[src/rtl/qapm_pkg.sv]
`timescale 1ns / 1ps

package qapm_pkg;

    // Field widths
    localparam int ERR_W    = 16;
    localparam int ACC_W    = 18;
    localparam int DIFF_W   = 17;
    localparam int GAIN_W   = 16;
    localparam int STICK_W  = 12;
    localparam int MOTOR_W  = 15;

    // Gain product widths: unsigned 16-bit gain times signed operand
    localparam int P_KP_W   = GAIN_W + 1 + ERR_W;
    localparam int P_KI_W   = GAIN_W + 1 + ACC_W;
    localparam int P_KD_W   = GAIN_W + 1 + DIFF_W;
    localparam int SUM_W    = 35;
    // |axis sum| stays below 2^34 for any gains and operands
    localparam int MAG_W    = 34;

    // Axis scaling: sum / (SCALE_DIV << frac bits), division by reciprocal
    localparam int SCALE_DIV   = 100;
    localparam int RECIP_EXTRA = 7;   // ceil(log2(SCALE_DIV))
    localparam int QUO_DROP    = 6;   // quotient loses at least this many bits

    // Stick handling
    localparam logic [STICK_W-1:0] DB_LOW    = 12'd1490;
    localparam logic [STICK_W-1:0] DB_HIGH   = 12'd1510;
    localparam logic [STICK_W-1:0] STICK_MID = 12'd1500;
    localparam logic [STICK_W-1:0] THR_MIN   = 12'd1200;

    // round(|d| * 100 / 13) = (|d| * 100 * R + 6 * R) >> 23, R = ceil(2^23 / 13)
    localparam int                OFF_SHIFT = 23;
    localparam int                OFF_W     = 15;
    localparam int                OFF_PW    = 38;
    localparam logic [25:0]       OFF_MUL   = 26'd64527800;
    localparam logic [21:0]       OFF_ADD   = 22'd3871668;

    // Integrator limits
    localparam logic signed [ERR_W-1:0] STEP_HI = 16'sd1000;
    localparam logic signed [ERR_W-1:0] STEP_LO = -16'sd1000;
    localparam logic signed [ACC_W-1:0] ACC_HI  = 18'sd100000;
    localparam logic signed [ACC_W-1:0] ACC_LO  = -18'sd100000;

    localparam int MOTOR_MAX = 32767;
    localparam logic [MOTOR_W-1:0] IDLE_RR = 15'd1001;
    localparam logic [MOTOR_W-1:0] IDLE_FR = 15'd1002;
    localparam logic [MOTOR_W-1:0] IDLE_RL = 15'd1003;
    localparam logic [MOTOR_W-1:0] IDLE_FL = 15'd1004;

    // Configuration register map
    localparam int CFG_IDX_W = 8;
    localparam logic [CFG_IDX_W-1:0] REG_ROLL_KP  = 8'd0;
    localparam logic [CFG_IDX_W-1:0] REG_ROLL_KI  = 8'd1;
    localparam logic [CFG_IDX_W-1:0] REG_ROLL_KD  = 8'd2;
    localparam logic [CFG_IDX_W-1:0] REG_PITCH_KP = 8'd3;
    localparam logic [CFG_IDX_W-1:0] REG_PITCH_KI = 8'd4;
    localparam logic [CFG_IDX_W-1:0] REG_PITCH_KD = 8'd5;
    localparam logic [CFG_IDX_W-1:0] REG_YAW_KP   = 8'd6;
    localparam logic [CFG_IDX_W-1:0] REG_YAW_KD   = 8'd7;

    localparam logic [GAIN_W-1:0] RST_ROLL_KP  = 16'd2048;
    localparam logic [GAIN_W-1:0] RST_ROLL_KI  = 16'd0;
    localparam logic [GAIN_W-1:0] RST_ROLL_KD  = 16'd0;
    localparam logic [GAIN_W-1:0] RST_PITCH_KP = 16'd2048;
    localparam logic [GAIN_W-1:0] RST_PITCH_KI = 16'd0;
    localparam logic [GAIN_W-1:0] RST_PITCH_KD = 16'd0;
    localparam logic [GAIN_W-1:0] RST_YAW_KP   = 16'd768;
    localparam logic [GAIN_W-1:0] RST_YAW_KD   = 16'd1280;

    // Pipeline stages
    localparam int PIPE_DEPTH = 8;
    localparam int ST_IN  = 0;
    localparam int ST_ERR = 1;
    localparam int ST_INT = 2;
    localparam int ST_MUL = 3;
    localparam int ST_SUM = 4;
    localparam int ST_RND = 5;
    localparam int ST_QUO = 6;
    localparam int ST_OUT = 7;

    typedef struct packed {
        logic signed [ERR_W-1:0] measured_roll;
        logic signed [ERR_W-1:0] measured_pitch;
        logic signed [ERR_W-1:0] measured_yaw;
        logic [STICK_W-1:0]      stick_roll;
        logic [STICK_W-1:0]      stick_pitch;
        logic [STICK_W-1:0]      stick_yaw;
        logic [STICK_W-1:0]      stick_throttle;
    } qapm_in_t;

    typedef struct packed {
        logic [MOTOR_W-1:0] motor_rear_right;
        logic [MOTOR_W-1:0] motor_front_right;
        logic [MOTOR_W-1:0] motor_rear_left;
        logic [MOTOR_W-1:0] motor_front_left;
    } qapm_out_t;

    // Load enables for the divider stages of one axis
    typedef struct packed {
        logic sum_en;
        logic round_en;
        logic quot_en;
    } qapm_div_en_t;

endpackage

[src/rtl/qapm_stick_err.sv]
`timescale 1ns / 1ps

module qapm_stick_err (
    input  logic signed [qapm_pkg::ERR_W-1:0]   meas,
    input  logic [qapm_pkg::STICK_W-1:0]        stick,
    input  logic                                deadband,
    output logic signed [qapm_pkg::ERR_W-1:0]   err
);
    import qapm_pkg::*;

    localparam logic signed [ERR_W+1:0] ERR_HI = 18'sd32767;
    localparam logic signed [ERR_W+1:0] ERR_LO = -18'sd32768;

    logic [STICK_W-1:0]       stick_eff;
    logic                     below;
    logic [STICK_W-1:0]       dmag;
    logic [OFF_PW-1:0]        prod;
    logic [OFF_W-1:0]         q;
    logic signed [ERR_W+1:0]  off;
    logic signed [ERR_W+1:0]  full;

    always_comb begin
        stick_eff = (deadband && stick > DB_LOW && stick < DB_HIGH) ? STICK_MID : stick;
        below     = stick_eff < STICK_MID;
        dmag      = below ? (STICK_MID - stick_eff) : (stick_eff - STICK_MID);
        prod      = OFF_PW'(dmag) * OFF_PW'(OFF_MUL) + OFF_PW'(OFF_ADD);
        q         = prod[OFF_SHIFT +: OFF_W];
        off       = below ? -$signed({3'b000, q}) : $signed({3'b000, q});
        full      = $signed({{2{meas[ERR_W-1]}}, meas}) - off;
        if (full > ERR_HI) begin
            err = ERR_W'(ERR_HI);
        end else if (full < ERR_LO) begin
            err = ERR_W'(ERR_LO);
        end else begin
            err = ERR_W'(full);
        end
    end

endmodule

[config.mk]
export PLATFORM = sky130hd
export DESIGN_NAME = qapm_stick_err
export DESIGN_NICKNAME = d
export VERILOG_FILES = /design/src/rtl/qapm_pkg.sv /design/src/rtl/qapm_stick_err.sv
export SDC_FILE = /design/constraint.sdc
export NUM_CORES = 1
export LEC_CHECK = 0
export BUFFER_PORTS_ARGS = -buffer_cell sky130_fd_sc_hd__buf_2
export CAP_MARGIN = 20
export CORE_AREA = 2 2 109 132
export DETAILED_ROUTE_END_ITERATION = 7
export DIE_AREA = 0 0 111 134
export GPL_TIMING_DRIVEN = 0
export PLACE_DENSITY = 0.72
export SLEW_MARGIN = 25
export SYNTH_ARGS = -nofsm -noshare
export SYNTH_HDL_FRONTEND = slang
export SYNTH_SLANG_ARGS = --single-unit
export TNS_END_PERCENT = 100
[constraint.sdc]
create_clock -name vclk -period 22.8
set_input_delay 4.56 -clock vclk [all_inputs]
set_output_delay 4.56 -clock vclk [all_outputs]
set_load 0.05 [all_outputs]
# [Word-level counts from Yosys, hierarchy flattened]
# Cells that the tools add are included.
# Widths: inputs -> output; s select.
[word_totals] word_cells=18 output_inout_bits=16 input_bits=29 reg_bits=0
[classes] mux=5 mul=1 magnitude_cmp=5 reduce_logical=2 add_sub_neg=5
[op_table] operator="$add 38x22->38 const B" n=1
[op_table] operator="$mul 12x23->35 const B" n=1
[op_table] operator="$mux 16" n=2
[op_table] operator="$lt 12x11->1 const B" n=2
[op_table] operator="$mux 12" n=2
[op_table] operator="$gt 18x16->1 const B" n=1
[op_table] operator="$lt 18x16->1 const B" n=1
[op_table] operator="$mux 18" n=1
[op_table] operator="$neg 15->18" n=1
[op_table] operator="$sub 16x18->18" n=1
[op_table] operator="$gt 12x11->1 const B" n=1
[op_table] operator="$sub 11x12->12 const A" n=1
[op_table] operator="$sub 12x11->12 const B" n=1
[op_table] operator="$logic_and 1x1->1" n=2

# [Longest topological paths before layout]
[depth] word_depth=14 mapped_depth=53

# [Least setup slack after synthesis]
# No wires, ideal clock.
[synth_path] path_type="input port to output port" from="input stick[11] (netlist name)" to="output err[2] (netlist name)" cell_stages=44 required_time_ns=18.240 slack_ns=2.397 arrival_time_ns=15.843 cell_sequence="or4bb_1 -> o31ai_1 -> nand3_1 -> nand2_1 -> nand2b_1 -> a21o_1 -> clkbuf_1 -> clkbuf_1 -> o31ai_1 -> fa_1 -> inv_1 -> fa_1 -> fa_1 -> fa_1 -> fa_1 -> inv_1 -> ha_1 -> and3_1 -> [8 not listed] -> ha_1 -> and3b_1 -> a32oi_1 -> and2_1 -> a21oi_1 -> xnor2_1 -> ha_1 -> and3_1 -> a21oi_1 -> nand3_1 -> a311oi_1 -> o21bai_1 -> a21oi_1 -> xnor2_1 -> inv_1 -> nor3_2 -> nor3b_4 -> o21ai_0"
[synth_via] elab_chain_len=14 elab_cells_between_ends=18
[synth_lines] element="start: declaration" line="qapm_stick_err.sv:5" rtl="input logic [qapm_pkg::STICK_W-1:0] stick,"
[synth_lines] element="$gt 12x11->1" line="qapm_stick_err.sv:23" rtl="stick_eff = (deadband && stick > DB_LOW && stick < DB_HIGH) ? STICK_MID : stick;"
[synth_lines] element="$logic_and 1x1->1 (2 in a row)" line="qapm_stick_err.sv:23"
[synth_lines] element="$mux 12 (*)" line="qapm_stick_err.sv:23"
[synth_lines] element="$sub 12x11->12 (tied with other cells)" line="qapm_stick_err.sv:25" rtl="dmag = below ? (STICK_MID - stick_eff) : (stick_eff - STICK_MID);"
[synth_lines] element="$mux 12" line="qapm_stick_err.sv:25"
[synth_lines] element="$mul 12x23->35" line="qapm_stick_err.sv:26" rtl="prod = OFF_PW'(dmag) * OFF_PW'(OFF_MUL) + OFF_PW'(OFF_ADD);"
[synth_lines] element="$add 38x22->38" line="qapm_stick_err.sv:26"
[synth_lines] element="$neg 15->18" line="qapm_stick_err.sv:28" rtl="off = below ? -$signed({3'b000, q}) : $signed({3'b000, q});"
[synth_lines] element="$mux 18 (*)" line="qapm_stick_err.sv:28"
[synth_lines] element="$sub 16x18->18 (*)" line="qapm_stick_err.sv:29" rtl="full = $signed({{2{meas[ERR_W-1]}}, meas}) - off;"
[synth_lines] element="$lt 18x16->1" line="qapm_stick_err.sv:32" rtl="end else if (full < ERR_LO) begin"
[synth_lines] element="$mux 16" line="qapm_stick_err.sv:32"
[synth_lines] element="$mux 16 (*)" line="qapm_stick_err.sv:30" rtl="if (full > ERR_HI) begin"
[synth_lines] element="end: declaration" line="qapm_stick_err.sv:7" rtl="output logic signed [qapm_pkg::ERR_W-1:0] err"
# Every way passes the cells marked *; elsewhere a longest branch is shown, timed or not.

# [Worst setup path in the final report]
[layout_path] from="input stick[10] (netlist name)" to="output err[5] (netlist name)"
# Same word-level chain as after synthesis.

==> impl_metrics.json <==
{
  "tightest_slew_ps": 1040,
  "vias": 6568,
  "worstHoldStart": "meas[0]",
  "syn_area_per_cell_um2": 8.21,
  "detail-route-antenna-nets": 0,
  "cp.required_ps": 18240,
  "final_cell_mix": "inv_1 (194), ha_1 (117), fa_1 (102)",
  "finalMaxSlewViolations": 0,
  "via_per_inst": 5.74,
  "synth_adder_area_share_pct": 46.0,
  "drt-pass1-iter-count": 5,
  "end_kind": "output port",
  "rsz0062_at_grt": "false",
  "clockBufferCount": 0,
  "ys_seq_area_share_pct": 0,
  "start_kind": "input pin",
  "syn_to_final_growth_pct": 6.75,
  "grt_pass1_wl_um": 32600,
  "maxCapViolations": 0,
  "start_util_pct": 56.0,
  "slew-limit-headroom_pct": 30.4,
  "cpMostUsedCell": "fa_1",
  "drtIter0Drc": 390,
  "fin_crit_ps": 21990,
  "drc": 0,
  "grt_max_degree": 11,
  "min-delay-path-class": "input pin to output port",
  "finalHoldViolCount": 0,
  "grt.total_usage_pct": 26.6,
  "status": "completed",
  "synth.area.mux_share_pct": 0.690,
  "synth_compound_area_share_pct": 20.1,
  "syn_area_um2": 7610,
  "worst_ep_arrival_time_ps": 17430,
  "synth_largest_area_cell": "fa_1",
  "hold_end": "err[0]",
  "diodes": 0,
  "dieWidth_um": 111,
  "finalSetupTns_ps": 0,
  "path_class": "input pin to output port",
  "post-route-period-util_pct": 96.4,
  "dieArea_um2": 14900,
  "synth_cells": 927,
  "synth_top_family_by_area": "adder cells",
  "critPathTopFamily": "adder cells",
  "sequential_cell_total": 0,
  "row_count": 47,
  "dp_hpwl_um": 16800,
  "path_buf_inv": 10,
  "whs_path_depth": 5,
  "regArea_um2": 0,
  "cp_max_fo": 10,
  "drive_gt1_share_pct": 10.2,
  "postRouteWirelength_um": 19000,
  "portBuffers": 44,
  "syn_nets": 1175,
  "synth.top_cells.by_area": "fa_1 (27%), ha_1 (19%), inv_1 (9.6%)",
  "synthXorXnorAreaFrac_pct": 7.10,
  "die_y_um": 134,
  "core_area_um2": 13600,
  "place.gp.congestion": 0.980,
  "antenna_found_initial": 0,
  "setup_viol": 0,
  "nNetsFinal": 1223,
  "grt_pass1_vias": 6653,
  "wl_per_cell_um": 16.6,
  "ioPinCount": 45,
  "synth_warnings": 0,
  "yosysTopAreaCellShare_pct": 26.8,
  "final_common_cell": "inv_1",
  "fmax_mhz": 45.5,
  "crit_path_max_incr_delay_ps": 620,
  "synth_cell_types": 85,
  "synthSimpleGateAreaFrac_pct": 15.4,
  "cp_slowest_cell": "fa_1",
  "grt-ovfl-total": 0
}
routing by layer:
metal | vias up | part of all wire, % | wire length (µm) | GRT usage [%]
li1 | 3235 | - | - | -
met1 | 3138 | 42 | 7970 | 33.1
met2 | 157 | 52 | 9830 | 50.2
met3 | 38 | 2.5 | 477 | 0.633
met4 | 0 | 4.0 | 755 | 8.40
met5 | - | 0 | 0 | 0
stage by stage:
| stage | std cells | instance area [µm²] | hold slack, ps | worst slack [ps] | utilization, % |
|---|---|---|---|---|---|
| finish | 1144 | 8130 | 9650 | 813 | 59.8 |
| global route | 1144 | 8130 | 9710 | 1.43 | 59.8 |
| CTS | 1142 | 8050 | 9660 | 490 | 59.3 |
| detailed placement | 1142 | 8050 | 9660 | 524 | 59.3 |
| global placement | 1142 | 8050 | 9660 | 487 | 59.2 |
| floorplan | 927 | 7610 | 9590 | 2400 | - |
worst max path at each step:
stage	start	end	slack, ps	cells after the start
after floorplan	stick[11]	err[2]	2400	44
after global placement	stick[11]	err[5]	490	47
after detailed placement	stick[11]	err[5]	520	49
after CTS	stick[11]	err[5]	490	48
after global routing	stick[10]	err[0]	1	49
final	stick[10]	err[5]	810	49
cell usage after synthesis (all sizes together) (7+ instances only):
cell    count
xnor2      35
buf         7
o21ai      52
o21a       10
nand2      48
nor3       22
nor2b       8
fa        102
a211oi      7
inv       194
nand2b     10
and3       15
a21o       17
a31oi       7
clkbuf      9
ha        117
a21oi      53
nand4       8
and2       14
nor2       47
xor2       25
nand3      13
area by class of cell:
type / count / area, µm²
well taps: 171 / 214
inverters: 194 / 728
multi-input cells: 717 / 6870
plain buffers: 16 / 83.8
repair buffers: 46 / 235
fillers: 1255 / 5460
tightest hold or removal path, delay by kind of cell:
family,cells,cell delay [ps]
buffers and inverters,3,330
adders and majority gates,1,130
AOI/OAI and AO/OA,1,60
kinds of logic after synthesis:
family                   count (synthesis)
AND/OR/NAND/NOR                        219
multiplexers                             5
buffers and inverters                  210
AO/OA/AOI/OAI                          214
adder cells (fa/ha/maj)                219
XOR/XNOR                                60
timing repair:
item,in CTS,in global routing
hold buffers,0,0
setup buffers,0,2
endpoints found under the setup margin,0,16
resized for setup,0,12
Power is left out: the tool's default activity adds up to more than one toggle a clock period on the data nets, which glitch-free logic cannot reach.
