[config.mk]
export PLATFORM = sky130hd
export DESIGN_NAME = qapm_mixer
export DESIGN_NICKNAME = d
export VERILOG_FILES = /design/src/rtl/qapm_pkg.sv /design/src/rtl/qapm_mixer.sv
export SDC_FILE = /design/constraint.sdc
export NUM_CORES = 1
export LEC_CHECK = 0
export BUFFER_PORTS_ARGS = -buffer_cell sky130_fd_sc_hd__clkbuf_2
export CORE_MARGIN = 2
export CORE_UTILIZATION = 65
export DETAILED_ROUTE_END_ITERATION = 16
export MAX_ROUTING_LAYER = met4
export PLACE_DENSITY = 0.89
export RECOVER_POWER = 100
export SLEW_MARGIN = 40
export SYNTH_ARGS = -nofsm -noshare
export SYNTH_HDL_FRONTEND = slang
export SYNTH_SLANG_ARGS = --single-unit
[constraint.sdc]
create_clock -name vclk -period 13.6
set_input_delay 0.68 -clock vclk [all_inputs]
set_output_delay 0.68 -clock vclk [all_outputs]
set_load 0.03 [all_outputs]
[src/rtl/qapm_pkg.sv]
`timescale 1ns / 1ps

package qapm_pkg;

    // Field widths
    localparam int ERR_W    = 16;
    localparam int ACC_W    = 18;
    localparam int DIFF_W   = 17;
    localparam int GAIN_W   = 16;
    localparam int STICK_W  = 12;
    localparam int MOTOR_W  = 15;

    // Gain product widths: unsigned 16-bit gain times signed operand
    localparam int P_KP_W   = GAIN_W + 1 + ERR_W;
    localparam int P_KI_W   = GAIN_W + 1 + ACC_W;
    localparam int P_KD_W   = GAIN_W + 1 + DIFF_W;
    localparam int SUM_W    = 35;
    // |axis sum| stays below 2^34 for any gains and operands
    localparam int MAG_W    = 34;

    // Axis scaling: sum / (SCALE_DIV << frac bits), division by reciprocal
    localparam int SCALE_DIV   = 100;
    localparam int RECIP_EXTRA = 7;   // ceil(log2(SCALE_DIV))
    localparam int QUO_DROP    = 6;   // quotient loses at least this many bits

    // Stick handling
    localparam logic [STICK_W-1:0] DB_LOW    = 12'd1490;
    localparam logic [STICK_W-1:0] DB_HIGH   = 12'd1510;
    localparam logic [STICK_W-1:0] STICK_MID = 12'd1500;
    localparam logic [STICK_W-1:0] THR_MIN   = 12'd1200;

    // round(|d| * 100 / 13) = (|d| * 100 * R + 6 * R) >> 23, R = ceil(2^23 / 13)
    localparam int                OFF_SHIFT = 23;
    localparam int                OFF_W     = 15;
    localparam int                OFF_PW    = 38;
    localparam logic [25:0]       OFF_MUL   = 26'd64527800;
    localparam logic [21:0]       OFF_ADD   = 22'd3871668;

    // Integrator limits
    localparam logic signed [ERR_W-1:0] STEP_HI = 16'sd1000;
    localparam logic signed [ERR_W-1:0] STEP_LO = -16'sd1000;
    localparam logic signed [ACC_W-1:0] ACC_HI  = 18'sd100000;
    localparam logic signed [ACC_W-1:0] ACC_LO  = -18'sd100000;

    localparam int MOTOR_MAX = 32767;
    localparam logic [MOTOR_W-1:0] IDLE_RR = 15'd1001;
    localparam logic [MOTOR_W-1:0] IDLE_FR = 15'd1002;
    localparam logic [MOTOR_W-1:0] IDLE_RL = 15'd1003;
    localparam logic [MOTOR_W-1:0] IDLE_FL = 15'd1004;

    // Configuration register map
    localparam int CFG_IDX_W = 8;
    localparam logic [CFG_IDX_W-1:0] REG_ROLL_KP  = 8'd0;
    localparam logic [CFG_IDX_W-1:0] REG_ROLL_KI  = 8'd1;
    localparam logic [CFG_IDX_W-1:0] REG_ROLL_KD  = 8'd2;
    localparam logic [CFG_IDX_W-1:0] REG_PITCH_KP = 8'd3;
    localparam logic [CFG_IDX_W-1:0] REG_PITCH_KI = 8'd4;
    localparam logic [CFG_IDX_W-1:0] REG_PITCH_KD = 8'd5;
    localparam logic [CFG_IDX_W-1:0] REG_YAW_KP   = 8'd6;
    localparam logic [CFG_IDX_W-1:0] REG_YAW_KD   = 8'd7;

    localparam logic [GAIN_W-1:0] RST_ROLL_KP  = 16'd2048;
    localparam logic [GAIN_W-1:0] RST_ROLL_KI  = 16'd0;
    localparam logic [GAIN_W-1:0] RST_ROLL_KD  = 16'd0;
    localparam logic [GAIN_W-1:0] RST_PITCH_KP = 16'd2048;
    localparam logic [GAIN_W-1:0] RST_PITCH_KI = 16'd0;
    localparam logic [GAIN_W-1:0] RST_PITCH_KD = 16'd0;
    localparam logic [GAIN_W-1:0] RST_YAW_KP   = 16'd768;
    localparam logic [GAIN_W-1:0] RST_YAW_KD   = 16'd1280;

    // Pipeline stages
    localparam int PIPE_DEPTH = 8;
    localparam int ST_IN  = 0;
    localparam int ST_ERR = 1;
    localparam int ST_INT = 2;
    localparam int ST_MUL = 3;
    localparam int ST_SUM = 4;
    localparam int ST_RND = 5;
    localparam int ST_QUO = 6;
    localparam int ST_OUT = 7;

    typedef struct packed {
        logic signed [ERR_W-1:0] measured_roll;
        logic signed [ERR_W-1:0] measured_pitch;
        logic signed [ERR_W-1:0] measured_yaw;
        logic [STICK_W-1:0]      stick_roll;
        logic [STICK_W-1:0]      stick_pitch;
        logic [STICK_W-1:0]      stick_yaw;
        logic [STICK_W-1:0]      stick_throttle;
    } qapm_in_t;

    typedef struct packed {
        logic [MOTOR_W-1:0] motor_rear_right;
        logic [MOTOR_W-1:0] motor_front_right;
        logic [MOTOR_W-1:0] motor_rear_left;
        logic [MOTOR_W-1:0] motor_front_left;
    } qapm_out_t;

    // Load enables for the divider stages of one axis
    typedef struct packed {
        logic sum_en;
        logic round_en;
        logic quot_en;
    } qapm_div_en_t;

endpackage

[src/rtl/qapm_mixer.sv]
`timescale 1ns / 1ps

module qapm_mixer #(
    parameter int AXIS_W = 21
) (
    input  logic [qapm_pkg::STICK_W-1:0] thr,
    input  logic signed [AXIS_W-1:0]     roll,
    input  logic signed [AXIS_W-1:0]     pitch,
    input  logic signed [AXIS_W-1:0]     yaw,
    output qapm_pkg::qapm_out_t          motors
);
    import qapm_pkg::*;

    localparam int MW = AXIS_W + 3;
    localparam logic signed [MW-1:0] MAX_S = MW'(MOTOR_MAX);

    logic signed [MW-1:0] t;
    logic signed [MW-1:0] r;
    logic signed [MW-1:0] p;
    logic signed [MW-1:0] y;
    logic signed [MW-1:0] mix_rr;
    logic signed [MW-1:0] mix_fr;
    logic signed [MW-1:0] mix_rl;
    logic signed [MW-1:0] mix_fl;

    function automatic logic [MOTOR_W-1:0] sat_motor(input logic signed [MW-1:0] v);
        logic [MOTOR_W-1:0] res;
        if (v < 0) begin
            res = '0;
        end else if (v > MAX_S) begin
            res = MOTOR_W'(MAX_S);
        end else begin
            res = MOTOR_W'(v);
        end
        return res;
    endfunction

    always_comb begin
        t      = $signed({{(MW - STICK_W){1'b0}}, thr});
        r      = MW'(roll);
        p      = MW'(pitch);
        y      = MW'(yaw);
        mix_rr = t + p - r + y;
        mix_fr = t + p + r - y;
        mix_rl = t - p - r - y;
        mix_fl = t - p + r + y;
        if (thr > THR_MIN) begin
            motors.motor_rear_right  = sat_motor(mix_rr);
            motors.motor_front_right = sat_motor(mix_fr);
            motors.motor_rear_left   = sat_motor(mix_rl);
            motors.motor_front_left  = sat_motor(mix_fl);
        end else begin
            motors.motor_rear_right  = IDLE_RR;
            motors.motor_front_right = IDLE_FR;
            motors.motor_rear_left   = IDLE_RL;
            motors.motor_front_left  = IDLE_FL;
        end
    end

endmodule

## Word-level counts from Yosys, hierarchy flattened

Cells that the tools add are included.
Widths: inputs -> output; s select.

| operators by class | value |
|---|---|
| shifts and indexed selects | 0 |
| bitwise operators | 0 |
| add/subtract/negate cells | 10 |
| reduce and logical (&&, ||, !) cells | 0 |
| multipliers | 0 |
| equality and inequality tests | 0 |
| divide/modulo/power cells | 0 |
| $lt $le $gt $ge | 9 |
| mux-type cells | 9 |

Operator list:

| kind | count |
|---|---|
| $mux 15 | 8 |
| $gt 24x16->1 const B | 4 |
| $lt 24x1->1 const B | 4 |
| $mux 60 | 1 |
| $add 23x21->24 | 2 |
| $sub 23x21->24 | 2 |
| $add 22x21->23 | 2 |
| $sub 22x21->23 | 2 |
| $add 13x21->22 | 1 |
| $sub 13x21->22 | 1 |
| $gt 12x11->1 const B | 1 |

| storage, ports and cells | value |
|---|---|
| ROM bits | 0 |
| register bits | 0 |
| memories kept | 0 |
| word-level logic and storage cells | 28 |
| output and inout bits | 60 |
| input port bits | 75 |
| bits in writable memories | 0 |
| latch bits | 0 |

## Logic depth before layout (Yosys ltp)

| logic depth | value |
|---|---|
| depth in word-level cells | 7 |
| depth in mapped cells | 27 |
| depth with buffers taken out | 25 |

## Least setup slack after synthesis

OpenSTA, ideal clock, no wires.

| timing | value |
|---|---|
| kind | input to output |
| start | in thr[0] (netlist name) |
| end | out motors[9] (netlist name) |
| path slack | 7136 ps |
| data required time | 12920 ps |
| arrival | 5784 ps |
| path buffers | 1 |
| stages on the path | 25 |
| cells stage by stage | inv_1 > ha_1 > inv_1 > fa_1 > a21o_1 > a21oi_1 > o21ai_0 > a21oi_1 > o21bai_1 > nand2_1 > a31oi_1 > nor2b_1 > xnor2_1 > fa_1 > ha_1 > a21oi_1 > o21ai_0 > a221oi_2 > a21oi_1 > o31a_1 > or4_1 > a221oi_2 > nand2_2 > buf_6 > o31a_1 |

RTL lines:

| what | RTL line | source |
|---|---|---|
| start: declaration | qapm_mixer.sv:6 | `input logic [qapm_pkg::STICK_W-1:0] thr,` |
| end: declaration | qapm_mixer.sv:10 | `output qapm_pkg::qapm_out_t motors` |

==> results.md <==
- Global-route met2 utilization: between 50% and 60%
- Worst Hold Class: primary input to output port
- Crit path top cell by count: a21oi_1
- Met1 Use GR: 51.4%
- Slowest stage cell, crit path: a2111oi_0
- Combinational share of power: 100.0%
- Setup CP Type: primary input to output port
- Die area: between 10000 and 15000 sq um
- Cell Count, Final, Fillers Out: 1425
- Largest family of logic cells by synthesized area: adder cells
- Compound-cell area share of the yosys netlist: roughly 29%
- Syn Nets: about 1400
- Fin worst setup slack: ~5400 ps
- Sw power: about 0.81 mW
- Synthesis Warnings: 0
- DRT Wirelength: 26500 microns
- VDD IR max: 0.000103 V
- Worst slack at placement: roughly 6200 ps
- CLK BUF: 0
- Postcts setup bufs: 0
- Residual DRC: 0
- Simple-gate share of the synthesized area: between 10% and 20%
- Failing checks: max-capacitance violations, max-slew violations
- Post-DP HPWL: roughly 23000 microns
- WL/cell: roughly 19 microns
- Placed cells: ~1400
- ANT cells: 0
- GPL Wtd Cong: approximately 1.0
- Mapped cell area: around 9000 sq um
- Initial antenna violation count: 0
- Commonest non-fill, non-tap cell in the layout: inv_1
- Maximum fanout along the worst path: 11
- RSZ-0062 raised after global routing: no
- Hold path endpoint: motors[45]
- Power per cell area: 135 nW/um^2
- FFs & Latches: 0
- Final min period: 8220 ps
- ANT nets after route: 0
- Seq/Total Area, Yosys: 0%
- Cell breakdown of the critical path: clkbuf_2, inv_1, ha_1, inv_1, a21oi_1, o21a_1, o21bai_1, a21oi_1, o31ai_1, a21oi_1, a211oi_1, xor2_1, fa_1, ha_1, or3_1, o211ai_1, nand4_1, o211ai_1, mux2i_1, a2111oi_0, clkbuf_1, a41oi_1, clkbuf_1
- Max-slew headroom: -14.1%
- Switching Fraction: a little over 60%
- Global-route usage over all layers: between 30% and 40%
- Post-Syn Instances: 1138
- P&R area growth vs syn: 7.53%
- Syn_area_per_cell: slightly below 8 sq um
- IO Count: about 140
- Synth Area in XOR/XNOR: between 10% and 20%
- CORE AREA: 13300 sq um
- Die width: 121 microns
- Delay-heaviest family, CP: compound AO/OA/AOI/OAI gates
- Worst slew pin tran: 1670 ps
- Max Cap Viol: 2
- Crit-path max cell delay: ~1400 ps
- Post_cts resized: 0
- Gr ovfl total: 0
- Most frequent cells in the layout: inv_1 (126), ha_1 (115), a21oi_1 (109)
- Mux share of post-synthesis cell area: about 1.4%
- Met3 GRT Util: 3.43%
- Setup crit end kind: output port
- First-pass GRT wire length: 41700 microns
- DRT iter0 DRCs: between 600 and 700
- Fin Setup TNS: 0 ps
- Drt pass-1 iters: 5
- # port buffers: 135
- Initial Utilization: 67.1%
- Arr. time, crit path: approximately 7500 ps
- Total setup violations reported at the end of the flow: 0
- Via density: between 6 and 7
- Status: finished with violations
- Crit path launch type: primary input
- Max Transition Viols Final: 22
- Reg area: 0 sq um
- Clock share of power: 0%
- Fillers: ~1200
- Internal power: slightly below 0.5 mW
- Crit path required time: ~13000 ps
- Final net count: around 1500
- Max Clock Freq: approximately 0.12 GHz
- Share of cells above drive strength 1: a little under a tenth
- Hold Crit Depth: 5
- Post-synthesis cell type count: 77
- Hold Crit Start: yaw[0]
- Flop pwr share: 0%
- WHS: around 2100 ps
- Via count: roughly 9000
- Row count: 42
- Lkg Pwr: roughly 4.4 nW
- Synth Area in Adders: 36.7%
- Final worst path period share: between 60% and 70%
- Fin. Hold Viols: 0
- WP buf/inv: 5
- Hold-fix buffers at CTS: 0
- Largest net degree at the start of global routing: 24
- Die Y: about 120 microns
- Global routing's busiest layer: met2
- Vias in the first global route: around 8500
==> worst max-delay path by stage <==
stage / start / to / slack, ps / depth (start not counted)
floorplan: thr[0] / motors[9] / 7140 / 25
detailed placement: thr[0] / motors[3] / 6200 / 26
finish: pitch[1] / motors[35] / 5380 / 23
global route: pitch[1] / motors[35] / 4980 / 25
CTS: thr[0] / motors[3] / 6180 / 26
global placement: thr[0] / motors[3] / 6160 / 26
==> power by group through the flow <==
stage               Clock, mW  Combinational, mW  Sequential [mW]
floorplan                   0              0.994                0
global placement            0               1.26                0
detailed placement          0               1.28                0
CTS                         0               1.29                0
global route                0               1.41                0
finish                      0               1.30                0
==> per-layer routing <==
layer  routed length, microns  up-vias
met5                        0        -
met4                      617        0
met3                     2090       47
met2                    11800      406
met1                    12000     4255
li1                         -     4275
==> stage by stage <==
stage / power, mW / util, % / cell area (sq um)
3_5_place_dp: 1.28 / 73.1 / 9750
5_1_grt: 1.41 / 72.2 / 9640
2_1_floorplan: 0.994 / - / 8960
4_1_cts: 1.29 / 73.1 / 9750
3_3_place_gp: 1.26 / 72.9 / 9730
6_report: 1.30 / 72.2 / 9640
==> cell usage after synthesis (4+ instances only) <==
master	instances	area, sq um
inv_1	126	473
ha_1	115	1440
a21oi_1	109	546
fa_1	91	1820
nand2_1	68	255
nor2_1	66	248
xnor2_1	64	561
o21ai_0	57	285
xor2_1	42	368
a31oi_1	39	244
a21o_1	36	270
nand3_1	31	155
o21bai_1	21	158
nor3_1	18	90.1
clkbuf_1	17	63.8
nand2b_1	17	106
a211oi_1	15	113
o21a_1	15	113
a41oi_1	11	96.3
nand4_1	11	68.8
o31a_1	11	96.3
nor2b_1	8	50.1
o31ai_1	8	60.1
a211o_1	7	61.3
and3_1	7	43.8
mux2i_1	7	70.1
o211ai_1	7	52.6
a31o_2	6	52.6
or3_1	6	37.5
a21boi_0	5	37.5
and2_1	5	31.3
mux2_2	5	56.3
nand3b_1	5	37.5
a221oi_2	4	60.1
buf_2	4	20.0
nor4_1	4	25.0
o22ai_1	4	25.0
==> worst min-delay path, cell delays in order <==
cell and delay [ps]:
clkbuf_2 180, ha_1 260, inv_1 40, a31oi_1 60, clkbuf_1 220
==> layout make-up <==
| class | instances | area (sq um) | area share [%] |
|---|---|---|---|
| multi-input combinational | 984 | 8310 | 86.2 |
| timing repair buffer | 139 | 632 | 6.56 |
| inverter | 126 | 473 | 4.91 |
| tap | 176 | 220 | 2.29 |
==> logic make-up (layout without fill, tap and decap cells) <==
group,count (synthesis),in the layout
AOI/OAI and AO/OA,384,384
adders and majority gates,209,209
muxes,12,12
and+or+nand+nor,271,271
xor gates and xnor gates,108,108
buffers and inverters,154,265
(Power assumes the default switching activity.)
